File: config.mk
export PLATFORM = sky130hd
export DESIGN_NAME = char_stream_tokenizer
export DESIGN_NICKNAME = d
export VERILOG_FILES = /design/src/hw/rtl/cst_pkg.sv /design/src/hw/rtl/cst_scan.sv /design/src/hw/rtl/cst_outq.sv /design/src/hw/rtl/char_stream_tokenizer.sv
export SDC_FILE = /design/constraint.sdc
export NUM_CORES = 1
export LEC_CHECK = 0
export BUFFER_PORTS_ARGS = -buffer_cell sky130_fd_sc_hd__buf_2
export CAP_MARGIN = 25
export CELL_PAD_IN_SITES_DETAIL_PLACEMENT = 1
export CELL_PAD_IN_SITES_GLOBAL_PLACEMENT = 1
export CORE_UTILIZATION = 32
export CTS_BUF_LIST = sky130_fd_sc_hd__clkbuf_16
export DETAILED_ROUTE_END_ITERATION = 12
export GPL_ROUTABILITY_DRIVEN = 0
export GPL_TIMING_DRIVEN = 0
export PLACE_DENSITY = 0.54
export SLEW_MARGIN = 10
export SYNTH_ARGS = -nofsm -noshare
export SYNTH_HDL_FRONTEND = slang
export SYNTH_SLANG_ARGS = --single-unit
File: constraint.sdc
create_clock -name clk -period 6.55 [get_ports clk]
set_clock_uncertainty 0.2 [all_clocks]
set_input_delay 0.655 -clock clk [delete_from_list [all_inputs] [get_ports clk]]
set_output_delay 0.655 -clock clk [all_outputs]
set_load 0.05 [all_outputs]
File: src/hw/rtl/cst_pkg.sv
// ----------------------------------------------------------------------------
// cst_pkg: shared types and constants for the character stream tokenizer
// Request and token payload layouts, token kinds, keyword table, scan modes.
// ----------------------------------------------------------------------------
package cst_pkg;

  localparam int CHAR_W            = 8;
  localparam int KIND_W            = 3;
  localparam int LEN_FIELD_W       = 8;
  localparam int POS_FIELD_W       = 20;
  localparam int MAX_RESULTS       = 3;
  localparam int CNT_W             = $clog2(MAX_RESULTS + 1);
  localparam int NUM_KW            = 3;
  localparam int DEF_MAX_TOKEN_LEN = 255;
  localparam int DEF_POSITION_BITS = 20;

  // token kinds
  localparam logic [KIND_W-1:0] KIND_IDENT   = 3'd0;
  localparam logic [KIND_W-1:0] KIND_NUM     = 3'd1;
  localparam logic [KIND_W-1:0] KIND_OP      = 3'd2;
  localparam logic [KIND_W-1:0] KIND_KEYWORD = 3'd3;
  localparam logic [KIND_W-1:0] KIND_END     = 3'd4;

  // special bytes
  localparam logic [CHAR_W-1:0] CH_PLUS       = 8'h2B;
  localparam logic [CHAR_W-1:0] CH_MINUS      = 8'h2D;
  localparam logic [CHAR_W-1:0] CH_STAR       = 8'h2A;
  localparam logic [CHAR_W-1:0] CH_SLASH      = 8'h2F;
  localparam logic [CHAR_W-1:0] CH_LPAREN     = 8'h28;
  localparam logic [CHAR_W-1:0] CH_RPAREN     = 8'h29;
  localparam logic [CHAR_W-1:0] CH_SEMI       = 8'h3B;
  localparam logic [CHAR_W-1:0] CH_UNDERSCORE = 8'h5F;

  typedef enum logic [2:0] {
    MODE_IDLE  = 3'b001,
    MODE_NUM   = 3'b010,
    MODE_IDENT = 3'b100
  } scan_mode_t;

  typedef struct packed {
    logic [CHAR_W-1:0] char_code;
    logic              char_valid;
    logic              end_of_source;
  } in_t;

  typedef struct packed {
    logic [KIND_W-1:0]      token_kind;
    logic [LEN_FIELD_W-1:0] token_length;
    logic [CHAR_W-1:0]      operator_char;
    logic [POS_FIELD_W-1:0] line_number;
    logic [POS_FIELD_W-1:0] column_number;
    logic                   last_result;
  } out_t;

  // all tokens produced by one request, first token in res[0]
  typedef struct packed {
    out_t [MAX_RESULTS-1:0] res;
    logic [CNT_W-1:0]       cnt;
  } res_bundle_t;

  function automatic logic is_op(input logic [CHAR_W-1:0] c);
    return (c == CH_PLUS) || (c == CH_MINUS) || (c == CH_STAR) ||
           (c == CH_SLASH) || (c == CH_LPAREN) || (c == CH_RPAREN);
  endfunction

  // keyword lengths: if, else, return
  function automatic logic [2:0] kw_len(input logic [1:0] k);
    logic [2:0] len;
    case (k)
      2'd0:    len = 3'd2;
      2'd1:    len = 3'd4;
      2'd2:    len = 3'd6;
      default: len = 3'd0;
    endcase
    return len;
  endfunction

  function automatic logic [CHAR_W-1:0] kw_char(input logic [1:0] k, input logic [2:0] p);
    logic [CHAR_W-1:0] ch;
    ch = 8'h00;
    case (k)
      2'd0: begin
        case (p)
          3'd0:    ch = "i";
          3'd1:    ch = "f";
          default: ch = 8'h00;
        endcase
      end
      2'd1: begin
        case (p)
          3'd0:    ch = "e";
          3'd1:    ch = "l";
          3'd2:    ch = "s";
          3'd3:    ch = "e";
          default: ch = 8'h00;
        endcase
      end
      2'd2: begin
        case (p)
          3'd0:    ch = "r";
          3'd1:    ch = "e";
          3'd2:    ch = "t";
          3'd3:    ch = "u";
          3'd4:    ch = "r";
          3'd5:    ch = "n";
          default: ch = 8'h00;
        endcase
      end
      default: ch = 8'h00;
    endcase
    return ch;
  endfunction

endpackage

File: src/hw/rtl/cst_scan.sv
// ----------------------------------------------------------------------------
// cst_scan: scanner state and per-byte token decode
// Holds mode, run length, keyword candidates and position counters; builds
// the up to three tokens caused by one request.
// ----------------------------------------------------------------------------
module cst_scan #(
  parameter int MAX_TOKEN_LEN = cst_pkg::DEF_MAX_TOKEN_LEN,
  parameter int POSITION_BITS = cst_pkg::DEF_POSITION_BITS
) (
  input  logic                 clk,
  input  logic                 rst_n,
  input  logic                 in_fire,
  input  cst_pkg::in_t         in_data,
  output cst_pkg::res_bundle_t res
);

  localparam int RunW   = $clog2(MAX_TOKEN_LEN + 1);
  localparam int PosW   = POSITION_BITS;
  localparam int FieldW = cst_pkg::POS_FIELD_W;
  localparam int LenW   = cst_pkg::LEN_FIELD_W;
  localparam int CntW   = cst_pkg::CNT_W;
  localparam logic [RunW-1:0] RunMax = RunW'(MAX_TOKEN_LEN);
  localparam logic [PosW-1:0] PosMax = '1;
  localparam logic [PosW-1:0] PosOne = PosW'(1);

  cst_pkg::scan_mode_t mode_r, mode_nxt;
  logic [RunW-1:0]     run_r, run_nxt;
  logic [2:0]          cand_r, cand_nxt;
  logic [PosW-1:0]     line_r, line_nxt;
  logic [PosW-1:0]     col_r, col_nxt;

  function automatic logic [PosW-1:0] sat_inc(input logic [PosW-1:0] v);
    return (v == PosMax) ? v : v + PosOne;
  endfunction

  function automatic logic [2:0] ext_cand(input logic [2:0] cand, input logic [RunW-1:0] p,
                                          input logic [7:0] c);
    logic [2:0] keep;
    for (int k = 0; k < cst_pkg::NUM_KW; k++) begin
      keep[k] = (p < RunW'(cst_pkg::kw_len(2'(k)))) &&
                (cst_pkg::kw_char(2'(k), p[2:0]) == c);
    end
    return cand & keep;
  endfunction

  function automatic logic [cst_pkg::KIND_W-1:0] run_kind(input cst_pkg::scan_mode_t m,
                                                          input logic [2:0] cand,
                                                          input logic [RunW-1:0] p);
    logic hit;
    hit = 1'b0;
    for (int k = 0; k < cst_pkg::NUM_KW; k++) begin
      if (cand[k] && (p == RunW'(cst_pkg::kw_len(2'(k))))) hit = 1'b1;
    end
    if (m == cst_pkg::MODE_NUM) return cst_pkg::KIND_NUM;
    return hit ? cst_pkg::KIND_KEYWORD : cst_pkg::KIND_IDENT;
  endfunction

  function automatic logic [LenW-1:0] len_field(input logic [RunW-1:0] p);
    return (32'(p) > 32'((1 << LenW) - 1)) ? '1 : LenW'(p);
  endfunction

  function automatic cst_pkg::out_t mk_tok(input logic [cst_pkg::KIND_W-1:0] kind,
                                           input logic [LenW-1:0] len,
                                           input logic [7:0] op,
                                           input logic [PosW-1:0] ln,
                                           input logic [PosW-1:0] cl);
    cst_pkg::out_t t;
    t.token_kind    = kind;
    t.token_length  = len;
    t.operator_char = op;
    t.line_number   = FieldW'(ln);
    t.column_number = FieldW'(cl);
    t.last_result   = 1'b0;
    return t;
  endfunction

  logic [7:0]    c;
  logic          v, eos;
  logic          is_dig, is_let, is_us, is_semi, is_opc;
  logic          grow_run, starts;
  logic [RunW-1:0] base_run;
  logic [2:0]    base_cand;
  cst_pkg::scan_mode_t mode1;
  logic [RunW-1:0] run1;
  logic [2:0]    cand1;
  logic [PosW-1:0] line1, col1;
  cst_pkg::out_t tok [4];
  logic [3:0]    emit;
  cst_pkg::out_t lst [4];
  logic [2:0]    n;

  always_comb begin
    c       = in_data.char_code;
    v       = in_data.char_valid;
    eos     = in_data.end_of_source;
    is_dig  = (c >= "0") && (c <= "9");
    is_let  = ((c >= "a") && (c <= "z")) || ((c >= "A") && (c <= "Z"));
    is_us   = (c == cst_pkg::CH_UNDERSCORE);
    is_semi = (c == cst_pkg::CH_SEMI);
    is_opc  = cst_pkg::is_op(c);

    unique case (mode_r)
      cst_pkg::MODE_NUM:   grow_run = v && is_dig;
      cst_pkg::MODE_IDENT: grow_run = v && (is_dig || is_let || is_us);
      default:             grow_run = 1'b0;
    endcase
    starts = v && !grow_run && (is_dig || is_let);

    base_run  = grow_run ? run_r : '0;
    base_cand = grow_run ? cand_r : 3'b111;

    mode1 = mode_r;
    run1  = run_r;
    cand1 = cand_r;
    line1 = line_r;
    col1  = col_r;
    if (v) begin
      if (grow_run || starts) begin
        run1  = (base_run < RunMax) ? base_run + RunW'(1) : base_run;
        cand1 = ext_cand(base_cand, base_run, c);
        mode1 = grow_run ? mode_r : (is_dig ? cst_pkg::MODE_NUM : cst_pkg::MODE_IDENT);
      end else begin
        run1  = '0;
        cand1 = 3'b111;
        mode1 = cst_pkg::MODE_IDLE;
      end
      col1  = is_semi ? '0 : sat_inc(col_r);
      line1 = is_semi ? sat_inc(line_r) : line_r;
    end

    // candidates in emission order: closed run, operator, run closed by end, end
    tok[0]  = mk_tok(run_kind(mode_r, cand_r, run_r), len_field(run_r), 8'h00, line_r, col_r);
    emit[0] = v && (mode_r != cst_pkg::MODE_IDLE) && !grow_run;
    tok[1]  = mk_tok(cst_pkg::KIND_OP, LenW'(1), c, line_r, col_r);
    emit[1] = v && !grow_run && is_opc;
    tok[2]  = mk_tok(run_kind(mode1, cand1, run1), len_field(run1), 8'h00, line1, col1);
    emit[2] = eos && (mode1 != cst_pkg::MODE_IDLE);
    tok[3]  = mk_tok(cst_pkg::KIND_END, '0, 8'h00, line1, col1);
    emit[3] = eos;

    n = 3'd0;
    for (int i = 0; i < 4; i++) lst[i] = tok[3];
    for (int i = 0; i < 4; i++) begin
      if (emit[i]) begin
        lst[n[1:0]] = tok[i];
        n = n + 3'd1;
      end
    end
    for (int j = 0; j < cst_pkg::MAX_RESULTS; j++) begin
      res.res[j]             = lst[j];
      res.res[j].last_result = (3'(j) == (n - 3'd1));
    end
    res.cnt = CntW'(n);

    if (eos) begin
      mode_nxt = cst_pkg::MODE_IDLE;
      run_nxt  = '0;
      cand_nxt = 3'b111;
      line_nxt = PosOne;
      col_nxt  = PosOne;
    end else begin
      mode_nxt = mode1;
      run_nxt  = run1;
      cand_nxt = cand1;
      line_nxt = line1;
      col_nxt  = col1;
    end
  end

  always_ff @(posedge clk) begin
    if (!rst_n) begin
      mode_r <= cst_pkg::MODE_IDLE;
      run_r  <= '0;
      cand_r <= 3'b111;
      line_r <= PosOne;
      col_r  <= PosOne;
    end else if (in_fire) begin
      mode_r <= mode_nxt;
      run_r  <= run_nxt;
      cand_r <= cand_nxt;
      line_r <= line_nxt;
      col_r  <= col_nxt;
    end
  end

`ifndef SYNTHESIS
  a_idle_no_run: assert property (@(posedge clk) disable iff (!rst_n)
    (mode_r == cst_pkg::MODE_IDLE) == (run_r == '0))
    else $error("run length out of step with scan mode");

  a_idle_all_cand: assert property (@(posedge clk) disable iff (!rst_n)
    (mode_r == cst_pkg::MODE_IDLE) |-> (cand_r == 3'b111))
    else $error("keyword candidates not restored while idle");

  a_end_resets: assert property (@(posedge clk) disable iff (!rst_n)
    in_fire && in_data.end_of_source |=>
      (mode_r == cst_pkg::MODE_IDLE) && (line_r == PosOne) && (col_r == PosOne))
    else $error("scanner state not restarted after end of source");
`endif

endmodule

File: src/hw/rtl/cst_outq.sv
// ----------------------------------------------------------------------------
// cst_outq: token output register queue
// Loads all tokens of one request at once and hands them out in order.
// ----------------------------------------------------------------------------
module cst_outq (
  input  logic                 clk,
  input  logic                 rst_n,
  input  logic                 in_fire,
  input  cst_pkg::res_bundle_t load_res,
  output logic                 load_ready,
  output logic                 out_valid,
  input  logic                 out_ready,
  output cst_pkg::out_t        out_data
);

  localparam int Depth = cst_pkg::MAX_RESULTS;
  localparam int CntW  = cst_pkg::CNT_W;

  cst_pkg::out_t   q_r [Depth];
  logic [CntW-1:0] cnt_r, cnt_nxt;
  logic            pop;

  assign out_valid  = (cnt_r != '0);
  assign out_data   = q_r[0];
  assign pop        = out_valid && out_ready;
  // room once the queue is empty or its final token leaves this cycle
  assign load_ready = (cnt_r == '0) || ((cnt_r == CntW'(1)) && out_ready);

  always_comb begin
    if (in_fire)  cnt_nxt = load_res.cnt;
    else if (pop) cnt_nxt = cnt_r - CntW'(1);
    else          cnt_nxt = cnt_r;
  end

  always_ff @(posedge clk) begin
    if (!rst_n) begin
      cnt_r <= '0;
    end else begin
      cnt_r <= cnt_nxt;
    end
  end

  always_ff @(posedge clk) begin
    if (in_fire) begin
      for (int i = 0; i < Depth; i++) q_r[i] <= load_res.res[i];
    end else if (pop) begin
      for (int i = 0; i < Depth - 1; i++) q_r[i] <= q_r[i+1];
    end
  end

`ifndef SYNTHESIS
  a_load_count: assert property (@(posedge clk) disable iff (!rst_n)
    in_fire |=> cnt_r == $past(load_res.cnt))
    else $error("queue count differs from loaded token count");

  a_final_marked: assert property (@(posedge clk) disable iff (!rst_n)
    out_valid && (cnt_r == CntW'(1)) |-> q_r[0].last_result)
    else $error("final queued token lacks last_result");

  a_marked_final: assert property (@(posedge clk) disable iff (!rst_n)
    out_valid && q_r[0].last_result |-> cnt_r == CntW'(1))
    else $error("last_result token is not the final queued token");
`endif

endmodule

File: src/hw/rtl/char_stream_tokenizer.sv
// ----------------------------------------------------------------------------
// char_stream_tokenizer: byte-serial lexical tokenizer
// Turns a stream of source bytes into identifier, number, keyword, operator
// and end tokens, each tagged with its line and column.
// ----------------------------------------------------------------------------
//
//  channel | direction | handshake              | payload
//  --------+-----------+------------------------+-------------------------------
//  in_     | in        | in_valid / in_ready    | in_data  (cst_pkg::in_t)
//  out_    | out       | out_valid / out_ready  | out_data (cst_pkg::out_t)
//
//  - One request per cycle while out_ready is high and no request yields
//    more than one token; k tokens (k <= 3) stall input until the last is taken.
//  - The 3-entry output queue sets the rate: in_ready is high when the queue
//    is empty, or when its final token is being taken in the same cycle.
//  - Decode is combinational logic between the request port and the queue.
//  - Reset is synchronous, active low: scanner idle, line and column one.
//  - out_valid does not depend on in_valid; a stalled output holds its token.
//
module char_stream_tokenizer #(
  parameter int MAX_TOKEN_LEN = cst_pkg::DEF_MAX_TOKEN_LEN,
  parameter int POSITION_BITS = cst_pkg::DEF_POSITION_BITS
) (
  input  logic          clk,
  input  logic          rst_n,
  input  logic          in_valid,
  output logic          in_ready,
  input  cst_pkg::in_t  in_data,
  output logic          out_valid,
  input  logic          out_ready,
  output cst_pkg::out_t out_data
);

  // all tokens of the request being accepted, already in order and marked
  cst_pkg::res_bundle_t res;
  logic                 in_fire;

  assign in_fire = in_valid && in_ready;

  // scanner state advances only on an accepted request
  cst_scan #(
    .MAX_TOKEN_LEN (MAX_TOKEN_LEN),
    .POSITION_BITS (POSITION_BITS)
  ) u_scan (
    .clk     (clk),
    .rst_n   (rst_n),
    .in_fire (in_fire),
    .in_data (in_data),
    .res     (res)
  );

  // output queue doubles as the result register; its fill level gates input
  cst_outq u_outq (
    .clk        (clk),
    .rst_n      (rst_n),
    .in_fire    (in_fire),
    .load_res   (res),
    .load_ready (in_ready),
    .out_valid  (out_valid),
    .out_ready  (out_ready),
    .out_data   (out_data)
  );

endmodule
==> results of run 1 <==
[power by group through the flow]
| stage | clock (mW) | combinational (mW) | sequential (mW) |
|---|---|---|---|
| floorplan | 0 | 1.36 | 2.25 |
| global placement | 0 | 1.86 | 2.31 |
| detailed placement | 0 | 1.90 | 2.25 |
| CTS | 1.46 | 1.91 | 2.22 |
| global route | 1.52 | 2.01 | 2.26 |
| finish | 1.43 | 1.87 | 2.22 |
[metal layers]
metal,vias to the layer above,GRT usage (%),wire (µm)
met2,168,33.4,18600
met1,5109,28.6,19500
met4,0,5.70,931
li1,4917,-,-
met5,-,0,0
met3,50,2.24,1230
[worst paths after layout]
path                            depth (start not counted)                end             start  slack [ps]
worst min register to register                          2   u_scan.cand_r[0]  u_scan.cand_r[0]         300
worst min-delay path                                    2   u_scan.cand_r[0]  u_scan.cand_r[0]         300
worst max-delay path                                   19  u_outq.q_r[0][18]  u_scan.mode_r[2]         240
worst max register to register                         19  u_outq.q_r[0][18]  u_scan.mode_r[2]         240
[stage by stage]
stage,setup slack (ps),power (mW),std cells,hold slack [ps]
global placement,-390,4.17,1920,283
floorplan,1730,3.61,1336,255
detailed placement,-468,4.15,1922,286
CTS,65.2,5.60,1974,299
global route,43.3,5.79,1974,337
finish,244,5.51,1974,295
[synthesized netlist by cell type, types with 14 or more instances]
cell type	n	area share, %
and2_1	21	1.1
nor2_1	140	4.2
a21oi_1	109	4.4
inv_1	29	0.87
xnor2_1	31	2.2
a31oi_1	26	1.3
and3_1	17	0.85
nand2_1	166	5.0
o21ai_1	27	1.1
o21ai_0	51	2.0
buf_4	60	3.6
mux2_2	14	1.3
a22oi_1	31	1.9
nor3_1	27	1.1
clkbuf_1	79	2.4
ha_1	16	1.6
nand3_1	39	1.6
xor2_1	14	0.98
nor2b_1	48	2.4
dfxtp_1	56	9.0
edfxtp_1	172	41
nand4_1	18	0.90
[cells by family (layout without fill, tap and decap cells)]
group           after synthesis  in the layout  synth area share [%]
simple gates                521            521                  19.7
fa+ha+maj                    17             17                  1.77
xor+xnor                     45             45                  3.16
other cells                   1              3                0.0301
buf+inv                     183            310                  7.43
flops                       228            228                  50.5
mux                          20             20                  1.75
compound gates              319            319                  15.7
[state kept, by name, indices dropped and copies added, names as in the netlist]
name and cells:
u_scan.line_r 20, u_scan.col_r 20, u_outq.cnt_r 2, u_scan.run_r 8, u_outq.q_r 172, u_scan.cand_r 3, u_scan.mode_r 3
[worst register-to-register path, stage by stage, from the launching register on]
cell      delay (ps)
dfxtp_1          300
clkbuf_1         350
nor2b_1          200
a31oi_1          460
nor2_1           170
a21oi_2          460
nand4_1          560
ha_1             450
nand2_1           80
a21o_1           220
clkbuf_1         400
o21a_1           240
inv_1             80
ha_1             200
nand2_1          170
and3_1           180
clkbuf_1         510
buf_2            400
nand2_1          100
a31oi_1          350
[layout make-up]
type / count / area [µm²] / share of cell area (%)
Tap cell: 511 / 639 / 4.45
Multi-Input combinational cell: 925 / 5260 / 36.6
Clock inverter: 24 / 133 / 0.923
Clock buffer: 28 / 701 / 4.88
Inverter: 30 / 118 / 0.819
Sequential cell: 228 / 6290 / 43.8
Timing Repair Buffer: 75 / 413 / 2.87
Buffer: 153 / 817 / 5.69
[placed cells by master (no fill, tap or decap), types with 39 or more instances in the layout]
master / Yosys / routed
buf_4: 60 / 60
clkbuf_1: 79 / 78
nand3_1: 39 / 39
buf_2: 8 / 81
nand2_1: 166 / 166
nor2b_1: 48 / 48
nor2_1: 140 / 139
a21oi_1: 109 / 108
inv_1: 29 / 41
o21ai_0: 51 / 51
dfxtp_1: 56 / 56
edfxtp_1: 172 / 172
[repair_timing]
action / 4_1_cts / 5_1_grt
resized for setup: 0 / 1
endpoints found under the setup margin: 0 / 26
hold buffers: 0 / 0
==> key figures, run 1 <==
Outcome
  • Status: completed

Logic synthesis
  • Synth warn: 0
  • Number of synthesized register bits: 228
  • Synth async-reset ratio: 0%
  • Seq/Total Area, Yosys: between 50 and 60%
  • Commonest register cell after synthesis: edfxtp_1
  • Syn_area_per_cell: 9.34 µm²
  • Syn Inst Count: 1334
  • Netlist cell types: 71
  • Number of synthesized flops with an enable pin: 172
  • Mapped Area: 12500 µm²

Timing
  • Final setup fails: 0
  • Slew of the pin with the lowest slew margin: around 1200 ps
  • Tcrit/Tclk final: just under 100%
  • Period minus WS final: about 6300 ps
  • Final Max Slew Viols: 0
  • Hold Vio Cnt, Final: 0
  • Slew margin rel.: 16.7%
  • RSZ-0062 raised after global routing: false
  • Fmax: between 150 and 200 MHz
  • Final TNS setup: 0 ps

Worst setup path
  • WP data required: 6700 ps
  • Max stage delay on crit path: between 500 and 600 ps
  • Critical path peak fanout: 10
  • CP startpoint kind: flip-flop
  • CP Buf/Inv Count: 5
  • Critical path capture point type: flip-flop
  • Worst-path cell chain: clkbuf_1 > nor2b_1 > a31oi_1 > nor2_1 > a21oi_2 > nand4_1 > ha_1 > nand2_1 > a21o_1 > clkbuf_1 > o21a_1 > inv_1 > ha_1 > nand2_1 > and3_1 > clkbuf_1 > buf_2 > nand2_1 > a31oi_1
  • CP Class: flip-flop to flip-flop
  • Arr. time, crit path: approximately 6500 ps
  • Critical path's slowest cell: nand4_1
  • Critical path's top delay family: buffers and inverters

Global routing
  • Global-route wire length before repair: 61600 µm
  • Initial antenna violation count: 2
  • Global route overflow: 0
  • Vias in the first global route: 10.2k
  • Gr usage total: about a fifth
  • Pin count of the biggest net entering global routing: a little over 70

Floorplanning
  • Die ar.: slightly below 40000 µm²
  • Core footprint: 38000 µm²
  • Die W: about 200 µm
  • Initial Util: roughly 33%
  • Cell row count: 71
  • Ports: 76
  • Die height: approximately 200 µm

Pwr
  • Int Pwr: 3.41 mW
  • Flop pwr share: 40.2%
  • Sw Pwr: ~2.1 mW
  • Comb power frac: roughly 34%
  • PD cells: about 380 nW/µm²
  • Worst VDD drop: slightly below 0.2 mV
  • Switching Fraction: 38.2%
  • P_leak: between 5 and 6 nW
  • Clock power frac: between 20% and 30%

Clock network
  • Setup bufs post-CTS: 0
  • CTS tree: yes
  • Root Buffer: clkbuf_16
  • CTS Buf Count: 28
  • Htree depth: 1
  • Worst-path clk slew: around 60 ps
  • Clk sinks: about 230
  • Worst skew pair latency: ~570 ps
  • Clock Path Buffers: 3

Route
  • Initial DRC count: ~490
  • DRT Wirelength: between 40000 and 50000 µm
  • Drt via density: 5.19
  • WL/cell: just over 20 µm
  • Final ANT Viol Nets: 0
  • DR pass1 iterations: 5
  • DR vias: 10.2k
  • DRC: 0

Cells and area
  • Post-layout util: a little under two fifths
  • Finished Cell Area: 14400 µm²
  • Nets: roughly 1.5k
  • Layout cell share with drive strength beyond 1: between 10 and 15%
  • Number of diodes: 0
  • Area growth syn-to-layout: 15.3%
  • Fillers: about 4.5k

Flow run
  • Max cap viols: 0

Placed design
  • Placement Cell Area: approximately 14000 µm²
  • DPL Wire Length: ~29000 µm
  • PortBufs: 73

Hold path
  • Hold Path Class: flip-flop to flip-flop
Note: power is estimated with default switching activity, not from simulation.
==> run 2: changes to the inputs <==
--- a/config.mk
+++ b/config.mk
@@ -7,14 +7,15 @@
 export LEC_CHECK = 0
 export BUFFER_PORTS_ARGS = -buffer_cell sky130_fd_sc_hd__buf_2
 export CAP_MARGIN = 25
-export CELL_PAD_IN_SITES_DETAIL_PLACEMENT = 1
-export CELL_PAD_IN_SITES_GLOBAL_PLACEMENT = 1
+export CELL_PAD_IN_SITES_DETAIL_PLACEMENT = 0
+export CELL_PAD_IN_SITES_GLOBAL_PLACEMENT = 2
 export CORE_UTILIZATION = 32
 export CTS_BUF_LIST = sky130_fd_sc_hd__clkbuf_16
 export DETAILED_ROUTE_END_ITERATION = 12
 export GPL_ROUTABILITY_DRIVEN = 0
 export GPL_TIMING_DRIVEN = 0
-export PLACE_DENSITY = 0.54
+export MAX_ROUTING_LAYER = met4
+export PLACE_DENSITY = 0.64
 export SLEW_MARGIN = 10
 export SYNTH_ARGS = -nofsm -noshare
 export SYNTH_HDL_FRONTEND = slang
==> run 2 against run 1 <==
First-iteration DRC count is 43% higher. Maximum frequency is 4.3% higher. Cell count hardly changed. Combinational power hardly changed. Clock power hardly changed. Largest power group unchanged. Highest routed layer unchanged.
==> key figures, run 2 (synthesized netlist as in run 1, its figures left out) <==
Floorplanning
  • Core footprint: 38000 µm² (unchanged)
  • Die ar.: 39700 µm² (unchanged)
  • Die height: 199 µm (unchanged)
  • Die W: 199 µm (unchanged)
  • Cell row count: 71 (unchanged)
  • Ports: 76 (unchanged)
  • Initial Util: 32.8% (unchanged)

Pwr
  • PD cells: 385 nW/µm² (+0.30%)
  • P_leak: 5.21 nW (-0.19%)
  • Worst VDD drop: 0.208 mV (+5.1%)
  • Total Power: 5.54 mW (+0.50%)

Placed design
  • Placement Cell Area: 13500 µm² (about the same)
  • DP Worst Slack: -293 ps (+175 ps)
  • PortBufs: 73 (unchanged)
  • DPL Wire Length: 27700 µm (-3.6%)

Global routing
  • Vias in the first global route: 9724 (-4.6%)
  • Global-route wire length before repair: 60700 µm (-1.5%)
  • Pin count of the biggest net entering global routing: 76 (+7.0%)
  • Gr usage total: 20.9% (+0.44 points)
  • Initial antenna violation count: 0 (-2)
  • Global route overflow: 0 (unchanged)

Timing
  • Tcrit/Tclk final: 92.3% (-4.0 points)
  • Final TNS setup: 0 ps (unchanged)
  • Period minus WS final: 6050 ps (-260 ps)
  • Final Max Slew Viols: 0 (unchanged)
  • RSZ-0062 raised after global routing: false
  • Final setup fails: 0 (unchanged)
  • Hold Vio Cnt, Final: 0 (unchanged)
  • Fmax: 165 MHz (+4.3%)
  • Worst setup margin: 504 ps (+260 ps)
  • Slew margin rel.: 24.6% (+7.8 points)
  • Slew of the pin with the lowest slew margin: 1130 ps (-118 ps)

Worst setup path
  • Critical path peak fanout: 10 (unchanged)
  • Arr. time, crit path: 6180 ps (-270 ps)
  • Critical Path Start: u_scan.mode_r[2]
  • Critical path capture point type: flip-flop
  • CP Class: flip-flop to flip-flop
  • CP startpoint kind: flip-flop
  • WP data required: 6680 ps (-20 ps)
  • Worst R2R Start: u_scan.mode_r[2]

Clock network
  • CTS Buf Count: 28 (unchanged)
  • Worst-path clk slew: 60 ps (about the same)
  • CTS tree: yes
  • Setup bufs post-CTS: 0 (unchanged)
  • Clock Path Buffers: 3 (unchanged)
  • Post-cts hold buffer count: 0 (unchanged)
  • Htree depth: 1 (unchanged)
  • Post-CTS resize count: 0 (unchanged)
  • Clk sinks: 228 (unchanged)
  • Worst skew pair latency: 550 ps (-20 ps)
  • Root Buffer: clkbuf_16

Route
  • DRC: 0 (unchanged)
  • DRT Wirelength: 39600 µm (-1.5%)
  • WL/cell: 20.1 µm (-1.6%)
  • DR vias: 10.2k (-0.89%)
  • Final ANT Viol Nets: 0 (unchanged)
  • Drt via density: 5.14 (-0.94%)
  • DR pass1 iterations: 5 (unchanged)
  • Initial DRC count: 702 (+43%)

Cells and area
  • Largest reg by FF count: u_outq.q_r
  • Area growth syn-to-layout: 15.5%
  • Layout cell share with drive strength beyond 1: 13.9% (+0.059 points)
  • Max FFs per register: 172 (unchanged)
  • Largest registers: u_outq.q_r: 172 flops, u_scan.col_r: 20 flops, u_scan.line_r: 20 flops
  • Finished Cell Area: 14400 µm² (+0.19%)
  • Nets: 1473 (+0.068%)
  • Most frequent cells in the layout: 172 x edfxtp_1, 166 x nand2_1, 140 x nor2_1, 108 x a21oi_1, 81 x buf_2
  • Number of diodes: 0 (unchanged)
  • Most common cell after layout, fill and taps aside: edfxtp_1
  • Post-layout util: 37.9% (+0.072 points)

Flow run
  • Max cap viols: 0 (unchanged)

Outcome
  • Status: completed

Hold path
  • Hold Path Class: flip-flop to flip-flop
  • Worst hold start: u_outq.cnt_r[0]
-- run 2: path summary, 6_finish.rpt --
| check | endpoint | slack (ps) | cells after the start |
|---|---|---|---|
| min reg2reg | u_outq.cnt_r[0] | 310 | 2 |
| max reg2reg | u_outq.q_r[0][18] | 500 | 19 |
| min | u_outq.cnt_r[0] | 310 | 2 |
| max | u_outq.q_r[0][18] | 500 | 19 |
-- run 2: critical path, cell delays in order (launching register included) --
cell      delay (ps)
dfxtp_1          310
clkbuf_1         300
nor2b_1          160
a31oi_1          450
nor2_1           180
a21oi_2          430
nand4_1          410
ha_1             360
nand2_1           70
a21o_1           240
clkbuf_1         460
o21a_1           260
inv_1             80
ha_1             190
nand2_1          200
and3_1           190
clkbuf_1         480
buf_2            400
nand2_1           90
a31oi_1          340
-- run 2: area by class of cell --
class / count / area [µm²]
fill: 4002 / 23600
timing repair buffer: 76 / 428
clock inverter: 23 / 123
multi-input combinational: 925 / 5260
inverter: 30 / 118
sequential: 228 / 6290
buffer: 153 / 817
clock buffer: 29 / 726
tap: 511 / 639
-- run 2: power breakdown --
group	internal, mW	total, mW	switching (mW)	leakage [nW]
sequential	2.10	2.21	0.106	2.17
combinational	0.499	1.88	1.38	2.61
clock	0.830	1.45	0.620	0.438
-- run 2: metrics by stage --
step / std cells / hold slack [ps]
after global placement: 1920 / 287
after global routing: 1975 / 335
after detailed placement: 1923 / 299
after CTS: 1975 / 305
final: 1975 / 305
after floorplan: 1336 / 255
-- run 2: layer usage --
metal	routed length [µm]	track usage [%]	vias up	part of all wire, %
li1	-	-	4934	-
met1	19000	28.8	4960	48
met2	18100	32.9	209	46
met3	1660	2.58	50	4.2
met4	835	4.50	0	2.1
met5	0	-	-	0
